**src/design/bdwr_pkg.sv**
```systemverilog
`timescale 1ns / 1ps
// ----------------------------------------------------------------------------
// Bag draw package
// Shared sizes, controller states and control structs for the bag randomiser.
// ----------------------------------------------------------------------------
package bdwr_pkg;

  localparam int MaxBag    = 8;
  localparam int MaxQueue  = 8;
  localparam int SymW      = 3;
  localparam int RndW      = 16;
  localparam int CfgW      = 4;
  localparam int CfgIdxW   = 1;
  localparam int CntW      = $clog2(MaxBag + 1);
  localparam int QCntW     = $clog2(MaxQueue + 1);
  localparam int DivSteps  = RndW / 2;
  localparam int DivCntW   = $clog2(DivSteps);
  localparam int PlainMod  = 7;

  localparam logic [CfgIdxW-1:0] RegBagSize     = CfgIdxW'(0);
  localparam logic [CfgIdxW-1:0] RegQueueLength = CfgIdxW'(1);

  localparam logic [CfgW-1:0] BagSizeReset     = CfgW'(7);
  localparam logic [CfgW-1:0] QueueLengthReset = CfgW'(5);

  typedef enum logic [1:0] {
    StIdle,
    StDiv,
    StDone
  } ctrl_state_e;

  typedef struct packed {
    logic start;
    logic div_step;
    logic finish;
  } ctrl_cmd_t;

  typedef struct packed {
    logic div_last;
    logic out_free;
  } ctrl_stat_t;

endpackage

```
**src/design/bdwr_ctrl.sv**
```systemverilog
`timescale 1ns / 1ps
// ----------------------------------------------------------------------------
// Bag draw controller
// Sequences one draw: accept, remainder iterations, then selection and issue.
// ----------------------------------------------------------------------------
module bdwr_ctrl (
  input  logic                  clk_i,
  input  logic                  rst_ni,
  input  logic                  in_valid_i,
  output logic                  in_stall_o,
  input  bdwr_pkg::ctrl_stat_t  stat_i,
  output bdwr_pkg::ctrl_cmd_t   cmd_o
);

  bdwr_pkg::ctrl_state_e state_q, state_d;

  always_ff @(posedge clk_i or negedge rst_ni) begin
    if (!rst_ni) begin
      state_q <= bdwr_pkg::StIdle;
    end else begin
      state_q <= state_d;
    end
  end

  always_comb begin
    state_d = state_q;
    case (state_q)
      bdwr_pkg::StIdle: begin
        if (in_valid_i) state_d = bdwr_pkg::StDiv;
      end
      bdwr_pkg::StDiv: begin
        if (stat_i.div_last) state_d = bdwr_pkg::StDone;
      end
      bdwr_pkg::StDone: begin
        if (stat_i.out_free) state_d = bdwr_pkg::StIdle;
      end
      default: state_d = bdwr_pkg::StIdle;
    endcase
  end

  always_comb begin
    cmd_o      = '0;
    in_stall_o = 1'b1;
    case (state_q)
      bdwr_pkg::StIdle: begin
        in_stall_o   = 1'b0;
        cmd_o.start  = in_valid_i;
      end
      bdwr_pkg::StDiv: begin
        cmd_o.div_step = 1'b1;
      end
      bdwr_pkg::StDone: begin
        cmd_o.finish = stat_i.out_free;
      end
      default: begin
        in_stall_o = 1'b1;
      end
    endcase
  end

endmodule

```
**src/design/bdwr_dp.sv**
```systemverilog
`timescale 1ns / 1ps
// ----------------------------------------------------------------------------
// Bag draw datapath
// Configuration, radix-4 remainder unit, bag mask, preview queue and output.
// ----------------------------------------------------------------------------
module bdwr_dp (
  input  logic                              clk_i,
  input  logic                              rst_ni,
  input  logic                              cfg_we_i,
  input  logic [bdwr_pkg::CfgIdxW-1:0]      cfg_idx_i,
  input  logic [bdwr_pkg::CfgW-1:0]         cfg_wdata_i,
  input  logic [bdwr_pkg::RndW-1:0]         random_value_i,
  output logic                              out_valid_o,
  input  logic                              out_stall_i,
  output logic [bdwr_pkg::SymW-1:0]         symbol_o,
  input  bdwr_pkg::ctrl_cmd_t               cmd_i,
  output bdwr_pkg::ctrl_stat_t              stat_o
);

  logic [bdwr_pkg::CfgW-1:0]     bag_size_q, queue_length_q;
  logic [bdwr_pkg::MaxBag-1:0]   mask_q, mask_d;
  logic [bdwr_pkg::CntW-1:0]     count_q, count_d;
  logic [bdwr_pkg::SymW-1:0]     queue_q [bdwr_pkg::MaxQueue];
  logic [bdwr_pkg::SymW-1:0]     queue_d [bdwr_pkg::MaxQueue];
  logic [bdwr_pkg::RndW-1:0]     dividend_q;
  logic [bdwr_pkg::CntW-1:0]     divisor_q, rem_q, rem_d;
  logic [bdwr_pkg::DivCntW-1:0]  div_cnt_q;
  logic                          plain_q;
  logic                          out_valid_q;
  logic [bdwr_pkg::SymW-1:0]     symbol_q;

  logic [bdwr_pkg::CntW-1:0]     eff_bag;
  logic [bdwr_pkg::QCntW-1:0]    eff_q;
  logic [bdwr_pkg::MaxBag-1:0]   full_mask;
  logic [bdwr_pkg::CntW:0]       r1, r2;
  logic [bdwr_pkg::CntW-1:0]     pick;
  logic                          found;
  logic [bdwr_pkg::SymW-1:0]     drawn;
  logic [bdwr_pkg::SymW-1:0]     issued;

  always_comb begin
    if (int'(bag_size_q) > bdwr_pkg::MaxBag) begin
      eff_bag = bdwr_pkg::CntW'(bdwr_pkg::MaxBag);
    end else begin
      eff_bag = bdwr_pkg::CntW'(bag_size_q);
    end
    if (int'(queue_length_q) > bdwr_pkg::MaxQueue) begin
      eff_q = bdwr_pkg::QCntW'(bdwr_pkg::MaxQueue);
    end else begin
      eff_q = bdwr_pkg::QCntW'(queue_length_q);
    end
    for (int i = 0; i < bdwr_pkg::MaxBag; i++) begin
      full_mask[i] = (i < int'(eff_bag));
    end
  end

  // Two restoring remainder steps per cycle; the remainder stays below the divisor.
  always_comb begin
    r1 = {rem_q, dividend_q[bdwr_pkg::RndW-1]};
    if (r1 >= {1'b0, divisor_q}) r1 = r1 - {1'b0, divisor_q};
    r2 = {r1[bdwr_pkg::CntW-1:0], dividend_q[bdwr_pkg::RndW-2]};
    if (r2 >= {1'b0, divisor_q}) r2 = r2 - {1'b0, divisor_q};
    rem_d = r2[bdwr_pkg::CntW-1:0];
  end

  assign stat_o.div_last = (div_cnt_q == bdwr_pkg::DivCntW'(bdwr_pkg::DivSteps - 1));
  assign stat_o.out_free = !out_valid_q || !out_stall_i;

  always_comb begin
    pick   = rem_q;
    found  = 1'b0;
    drawn  = '0;
    mask_d = mask_q;
    for (int i = 0; i < bdwr_pkg::MaxBag; i++) begin
      if (!found && (i < int'(eff_bag)) && mask_q[i]) begin
        if (pick == '0) begin
          found     = 1'b1;
          drawn     = bdwr_pkg::SymW'(i);
          mask_d[i] = 1'b0;
        end else begin
          pick = pick - bdwr_pkg::CntW'(1);
        end
      end
    end
    count_d = count_q - bdwr_pkg::CntW'(1);
  end

  always_comb begin
    issued = queue_q[0];
    for (int j = 0; j < bdwr_pkg::MaxQueue; j++) begin
      if (j + 1 < int'(eff_q)) begin
        queue_d[j] = queue_q[j + 1];
      end else if (j + 1 == int'(eff_q)) begin
        queue_d[j] = drawn;
      end else begin
        queue_d[j] = queue_q[j];
      end
    end
  end

  always_ff @(posedge clk_i or negedge rst_ni) begin
    if (!rst_ni) begin
      bag_size_q     <= bdwr_pkg::BagSizeReset;
      queue_length_q <= bdwr_pkg::QueueLengthReset;
      mask_q         <= '0;
      count_q        <= '0;
      for (int j = 0; j < bdwr_pkg::MaxQueue; j++) queue_q[j] <= '0;
      div_cnt_q      <= '0;
      plain_q        <= 1'b0;
      out_valid_q    <= 1'b0;
    end else begin
      if (cfg_we_i) begin
        case (cfg_idx_i)
          bdwr_pkg::RegBagSize:     bag_size_q     <= cfg_wdata_i;
          bdwr_pkg::RegQueueLength: queue_length_q <= cfg_wdata_i;
          default: ;
        endcase
      end
      if (cmd_i.start) begin
        div_cnt_q <= '0;
        plain_q   <= (bag_size_q == '0);
        if ((bag_size_q != '0) && (count_q == '0)) begin
          mask_q  <= full_mask;
          count_q <= eff_bag;
        end
      end else if (cmd_i.div_step) begin
        div_cnt_q <= div_cnt_q + bdwr_pkg::DivCntW'(1);
      end
      if (cmd_i.finish) begin
        out_valid_q <= 1'b1;
        if (!plain_q) begin
          mask_q  <= mask_d;
          count_q <= count_d;
          if (eff_q != '0) begin
            for (int j = 0; j < bdwr_pkg::MaxQueue; j++) queue_q[j] <= queue_d[j];
          end
        end
      end else if (!out_stall_i) begin
        out_valid_q <= 1'b0;
      end
    end
  end

  always_ff @(posedge clk_i) begin
    if (cmd_i.start) begin
      dividend_q <= random_value_i;
      rem_q      <= '0;
      if (bag_size_q == '0) begin
        divisor_q <= bdwr_pkg::CntW'(bdwr_pkg::PlainMod);
      end else if (count_q == '0) begin
        divisor_q <= eff_bag;
      end else begin
        divisor_q <= count_q;
      end
    end else if (cmd_i.div_step) begin
      dividend_q <= {dividend_q[bdwr_pkg::RndW-3:0], 2'b00};
      rem_q      <= rem_d;
    end
    if (cmd_i.finish) begin
      if (plain_q) begin
        symbol_q <= rem_q[bdwr_pkg::SymW-1:0];
      end else if (eff_q == '0) begin
        symbol_q <= drawn;
      end else begin
        symbol_q <= issued;
      end
    end
  end

  assign out_valid_o = out_valid_q;
  assign symbol_o    = symbol_q;

endmodule

```
**src/design/bag_draw_without_replacement.sv**
```systemverilog
`timescale 1ns / 1ps
// ----------------------------------------------------------------------------
// Bag draw without replacement
// Bag randomiser with a preview queue, built as controller plus datapath.
// ----------------------------------------------------------------------------
// A word is registered at the output once the remainder iterations and the
// selection are done; it waits only while an earlier output word is stalled.
// A new draw is taken only after the previous word is issued. The remainder
// unit retires two bits of the 16-bit random value per cycle.
// Reset clears the bag, its count and the preview queue at once; the bag size
// returns to 7 and the queue length to 5. There is no clearing pass.
module bag_draw_without_replacement (
  input  logic                              clk_i,
  input  logic                              rst_ni,
  input  logic                              cfg_we_i,
  input  logic [bdwr_pkg::CfgIdxW-1:0]      cfg_idx_i,
  input  logic [bdwr_pkg::CfgW-1:0]         cfg_wdata_i,
  input  logic                              in_valid_i,
  output logic                              in_stall_o,
  input  logic [bdwr_pkg::RndW-1:0]         random_value_i,
  output logic                              out_valid_o,
  input  logic                              out_stall_i,
  output logic [bdwr_pkg::SymW-1:0]         symbol_o
);

  bdwr_pkg::ctrl_cmd_t  cmd;
  bdwr_pkg::ctrl_stat_t stat;

  bdwr_ctrl u_ctrl (
    .clk_i      (clk_i),
    .rst_ni     (rst_ni),
    .in_valid_i (in_valid_i),
    .in_stall_o (in_stall_o),
    .stat_i     (stat),
    .cmd_o      (cmd)
  );

  bdwr_dp u_dp (
    .clk_i          (clk_i),
    .rst_ni         (rst_ni),
    .cfg_we_i       (cfg_we_i),
    .cfg_idx_i      (cfg_idx_i),
    .cfg_wdata_i    (cfg_wdata_i),
    .random_value_i (random_value_i),
    .out_valid_o    (out_valid_o),
    .out_stall_i    (out_stall_i),
    .symbol_o       (symbol_o),
    .cmd_i          (cmd),
    .stat_o         (stat)
  );

endmodule

```
**config.mk**
```make
export PLATFORM = sky130hd
export DESIGN_NAME = bag_draw_without_replacement
export DESIGN_NICKNAME = d
export VERILOG_FILES = /design/src/design/bdwr_pkg.sv /design/src/design/bdwr_ctrl.sv /design/src/design/bdwr_dp.sv /design/src/design/bag_draw_without_replacement.sv
export SDC_FILE = /design/constraint.sdc
export NUM_CORES = 1
export LEC_CHECK = 0
export BUFFER_PORTS_ARGS = -buffer_cell sky130_fd_sc_hd__buf_4
export CAP_MARGIN = 20
export CORE_MARGIN = 3
export CORE_UTILIZATION = 60
export CTS_CLUSTER_SIZE = 12
export DETAILED_ROUTE_END_ITERATION = 8
export GPL_ROUTABILITY_DRIVEN = 1
export HOLD_SLACK_MARGIN = 0.02
export PLACE_DENSITY = 0.79
export SETUP_SLACK_MARGIN = 0.2
export SYNTH_ARGS = -nofsm -noshare
export SYNTH_HDL_FRONTEND = slang
export SYNTH_SLANG_ARGS = --single-unit
```
**constraint.sdc**
```tcl
create_clock -name clk_i -period 9.5 [get_ports clk_i]
set_clock_uncertainty 0.1 [all_clocks]
set_input_delay 0.475 -clock clk_i [delete_from_list [all_inputs] [get_ports clk_i]]
set_output_delay 0.475 -clock clk_i [all_outputs]
set_load 0.05 [all_outputs]
```
==> flow_summary_export.csv <==
group,metric,value,unit
floorplan,row_count,33,
layout,nNetsFinal,674,
min_path,hold_path.class,"primary input to asynchronous set/reset pin",
sta,setup_viol,0,
yosys,synth_area,5236,um2
place,dp_slack,1.191,ns
global_routing,grt-ovfl-total,0,
power,finalPower,1.934,mW
route,num_vias,4688,
layout,diodes,0,
global_routing,met2_usage,42.92,%
route,dr.pass1.iters,5,
power,powerDensity,339.2,nW/um2
place,hpwl,8959,um
floorplan,ios,31,
global_routing,gr-usage-all-layers,26.37,%
cts,post-cts-setup-buffers,0,
power,vdd_ir_drop_max,208.0,uV
global_routing,met3_usage,3.787,%
sta,layout_min_cycle_time,8.484,ns
power,leakage,2.468,nW
global_routing,grt_max_degree,52,
sta,rsz0062_at_grt,"false",
yosys,synth_edf_count,23,
status,outcome,"completed",
floorplan,start_util,62.78,%
sta,finalHoldViolCount,0,
global_routing,grt.busiest_layer,"met2",
floorplan,coreArea,8341,um2
yosys,yosysSeqAreaShare,39.21,%
cts,cts-root-buf,"clkbuf_8",
global_routing,grt_pass1_wl,21310,um
sta,drv_slew,0,
worst_setup_path,slowest_delay,0.68,ns
global_routing,grt_pass1_vias,4526,
worst_setup_path,critPathBufInv,2,
worst_setup_path,worst_setup_path_start_kind,"flop",
layout,fin_util,68.38,%
yosys,syn_nets,659,
cts,clock_sinks,78,
floorplan,die_area,9884,um2
route,ant_nets,0,
sta,setup_slack,1.016,ns
layout,area_growth,8.913,%
yosys,synthArstFlopShare,65.38,%
worst_setup_path,crit_slowest_cell,"dfxtp_1",
layout,fin_cells,738,
layout,drive_above_1_share,13.90,%
cts,clock_latency,0.35,ns
floorplan,fp.dieW,99.42,um
cts,numCtsBuffers,9,
cts,cts_tree,"yes",
worst_setup_path,required,9.58,ns
yosys,yosysUniqueCellTypes,75,
layout,final_cell_area,5703,um2
global_routing,grt_antenna_before_repair,0,
worst_setup_path,crit_top_cell,"ha_1",
sta,fmax,0.1179,GHz
cts,htreeDepth,3,
cts,clk_pin_slew,0.08,ns
cts,cts_buffer_depth,2,
route,vias_per_cell,6.352,
cts,cts_resized,0,
floorplan,fp.dieH,99.42,um
worst_setup_path,crit_arrival,8.57,ns
route,drtIter0Drc,289,
sta,hold_ws,0.05060,ns
place,dp.cells,722,
yosys,synth_ff_type,"dfrtp_1",
worst_setup_path,critPathKind,"flop to flop",
global_routing,met1_usage,36.11,%
sta,timing.setup.tns,0,ns
place,gp_congestion,0.9194,
yosys,synth.avg_cell_area,8.542,um2
yosys,ys_ff_latch,78,
cts,ctsHoldBuffers,0,
sta,worstMarginPinSlew,0.9971,ns
yosys,syn_inst,613,
worst_setup_path,endpoint_kind,"flop",
place,dpl_cell_area,5489,um2
route,wl_per_cell,16.86,um
flow_run,maxCapViolCount,0,
worst_setup_path,critical-path-top-delay-family,"compound AO/OA/AOI/OAI gates",
place,port_buffers,30,
route,routed_wirelength,12440,um
sta,fin_crit_sh,89.31,%
worst_setup_path,cp_max_fo,14,
yosys,synth_warnings,0,
sta,max-slew-margin-rel,31.63,%
route,drc,0,
worst_setup_path,r2r_slack,1.02,ns
-- power by group --
group | switching [mW] | leakage (nW) | internal (mW)
clock network | 0.120 | 0.106 | 0.148
logic | 0.661 | 1.44 | 0.417
registers | 0.103 | 0.919 | 0.486
-- final timing paths --
kind,cells after the start,to,from
worst max-delay path,31,u_dp.symbol_o[1],u_dp.rem_q[0]
worst min-delay path,1,u_dp.mask_q[6],rst_ni
worst max register to register,31,u_dp.symbol_o[1],u_dp.rem_q[0]
worst min register to register,2,u_dp.queue_q[0],u_dp.queue_q[0]
max in group asynchronous,1,u_dp.count_q[0],rst_ni
min in group clk_i,3,u_dp.out_valid_o,out_stall_i
-- layout make-up --
cell class | count | area [um2]
multi-input cells | 480 | 2967
repair buffers | 31 | 232.7
inverters | 28 | 105.1
clock buffers | 10 | 127.6
fillers | 652 | 2638
well taps | 105 | 131.4
clock inverters | 6 | 86.33
flip-flops and latches | 78 | 2053
-- layer usage --
metal	share of wire (%)	vias to the layer above
li1	-	2264
met1	44	2194
met2	49	208
met3	6.4	22
met4	1.5	0
met5	0	-
-- cell usage after synthesis (17+ instances only) --
| cell | n | area, um2 |
|---|---|---|
| o21ai_0 | 26 | 130.1 |
| nand2_1 | 92 | 345.3 |
| clkbuf_1 | 22 | 82.58 |
| edfxtp_1 | 23 | 690.7 |
| nor2_1 | 54 | 202.7 |
| ha_1 | 18 | 225.2 |
| and3_1 | 17 | 106.4 |
| dfrtp_1 | 46 | 1151 |
| a21oi_1 | 46 | 230.2 |
| o21ai_1 | 20 | 100.1 |
| nand3_1 | 23 | 115.1 |
| inv_1 | 28 | 105.1 |
-- cells in the final DEF, fill, tap and decap left out, drive strengths merged, types with 5 or more instances in the layout --
cell type / netlist / layout
clkbuf: 22 / 10
and3: 17 / 17
mux2i: 6 / 6
nand2: 92 / 92
buf: 5 / 31
a21oi: 48 / 48
dfstp: 5 / 5
inv: 28 / 28
ha: 18 / 18
nor3: 15 / 15
or3: 5 / 5
o21ai: 48 / 48
dfrtp: 46 / 46
xnor2: 5 / 5
or2: 5 / 5
nor2: 56 / 56
a21o: 6 / 6
nor3b: 5 / 5
o22ai: 9 / 9
o211ai: 6 / 6
o21a: 5 / 5
a211oi: 8 / 8
nand4: 7 / 7
o31ai: 5 / 5
mux2: 15 / 15
a31oi: 14 / 14
nand3: 23 / 23
edfxtp: 23 / 23
and2: 5 / 5
nand2b: 7 / 7
-- registers in the layout, summed over array words and instances (netlist names) --
signal / count
u_dp.symbol_o: 3
u_dp.queue_length_q: 4
u_dp.queue_q: 21
u_dp.div_cnt_q: 3
u_dp.divisor_q: 4
u_dp.rem_q: 4
u_dp.count_q: 4
u_dp.dividend_q: 16
u_dp.issued: 3
u_dp.out_valid_o: 1
u_dp.bag_size_q: 4
u_dp.plain_q: 1
u_dp.mask_q: 8
u_ctrl.state_q: 2
-- cells by family after synthesis --
| group | share of synthesized area, % |
|---|---|
| AOI/OAI and AO/OA | 21.58 |
| xor gates and xnor gates | 1.338 |
| adders and majority gates | 5.639 |
| buffers and inverters | 4.134 |
| DFF | 39.21 |
| muxes | 4.373 |
| and+or+nand+nor | 23.73 |
Note: power is estimated with default switching activity, not from simulation.
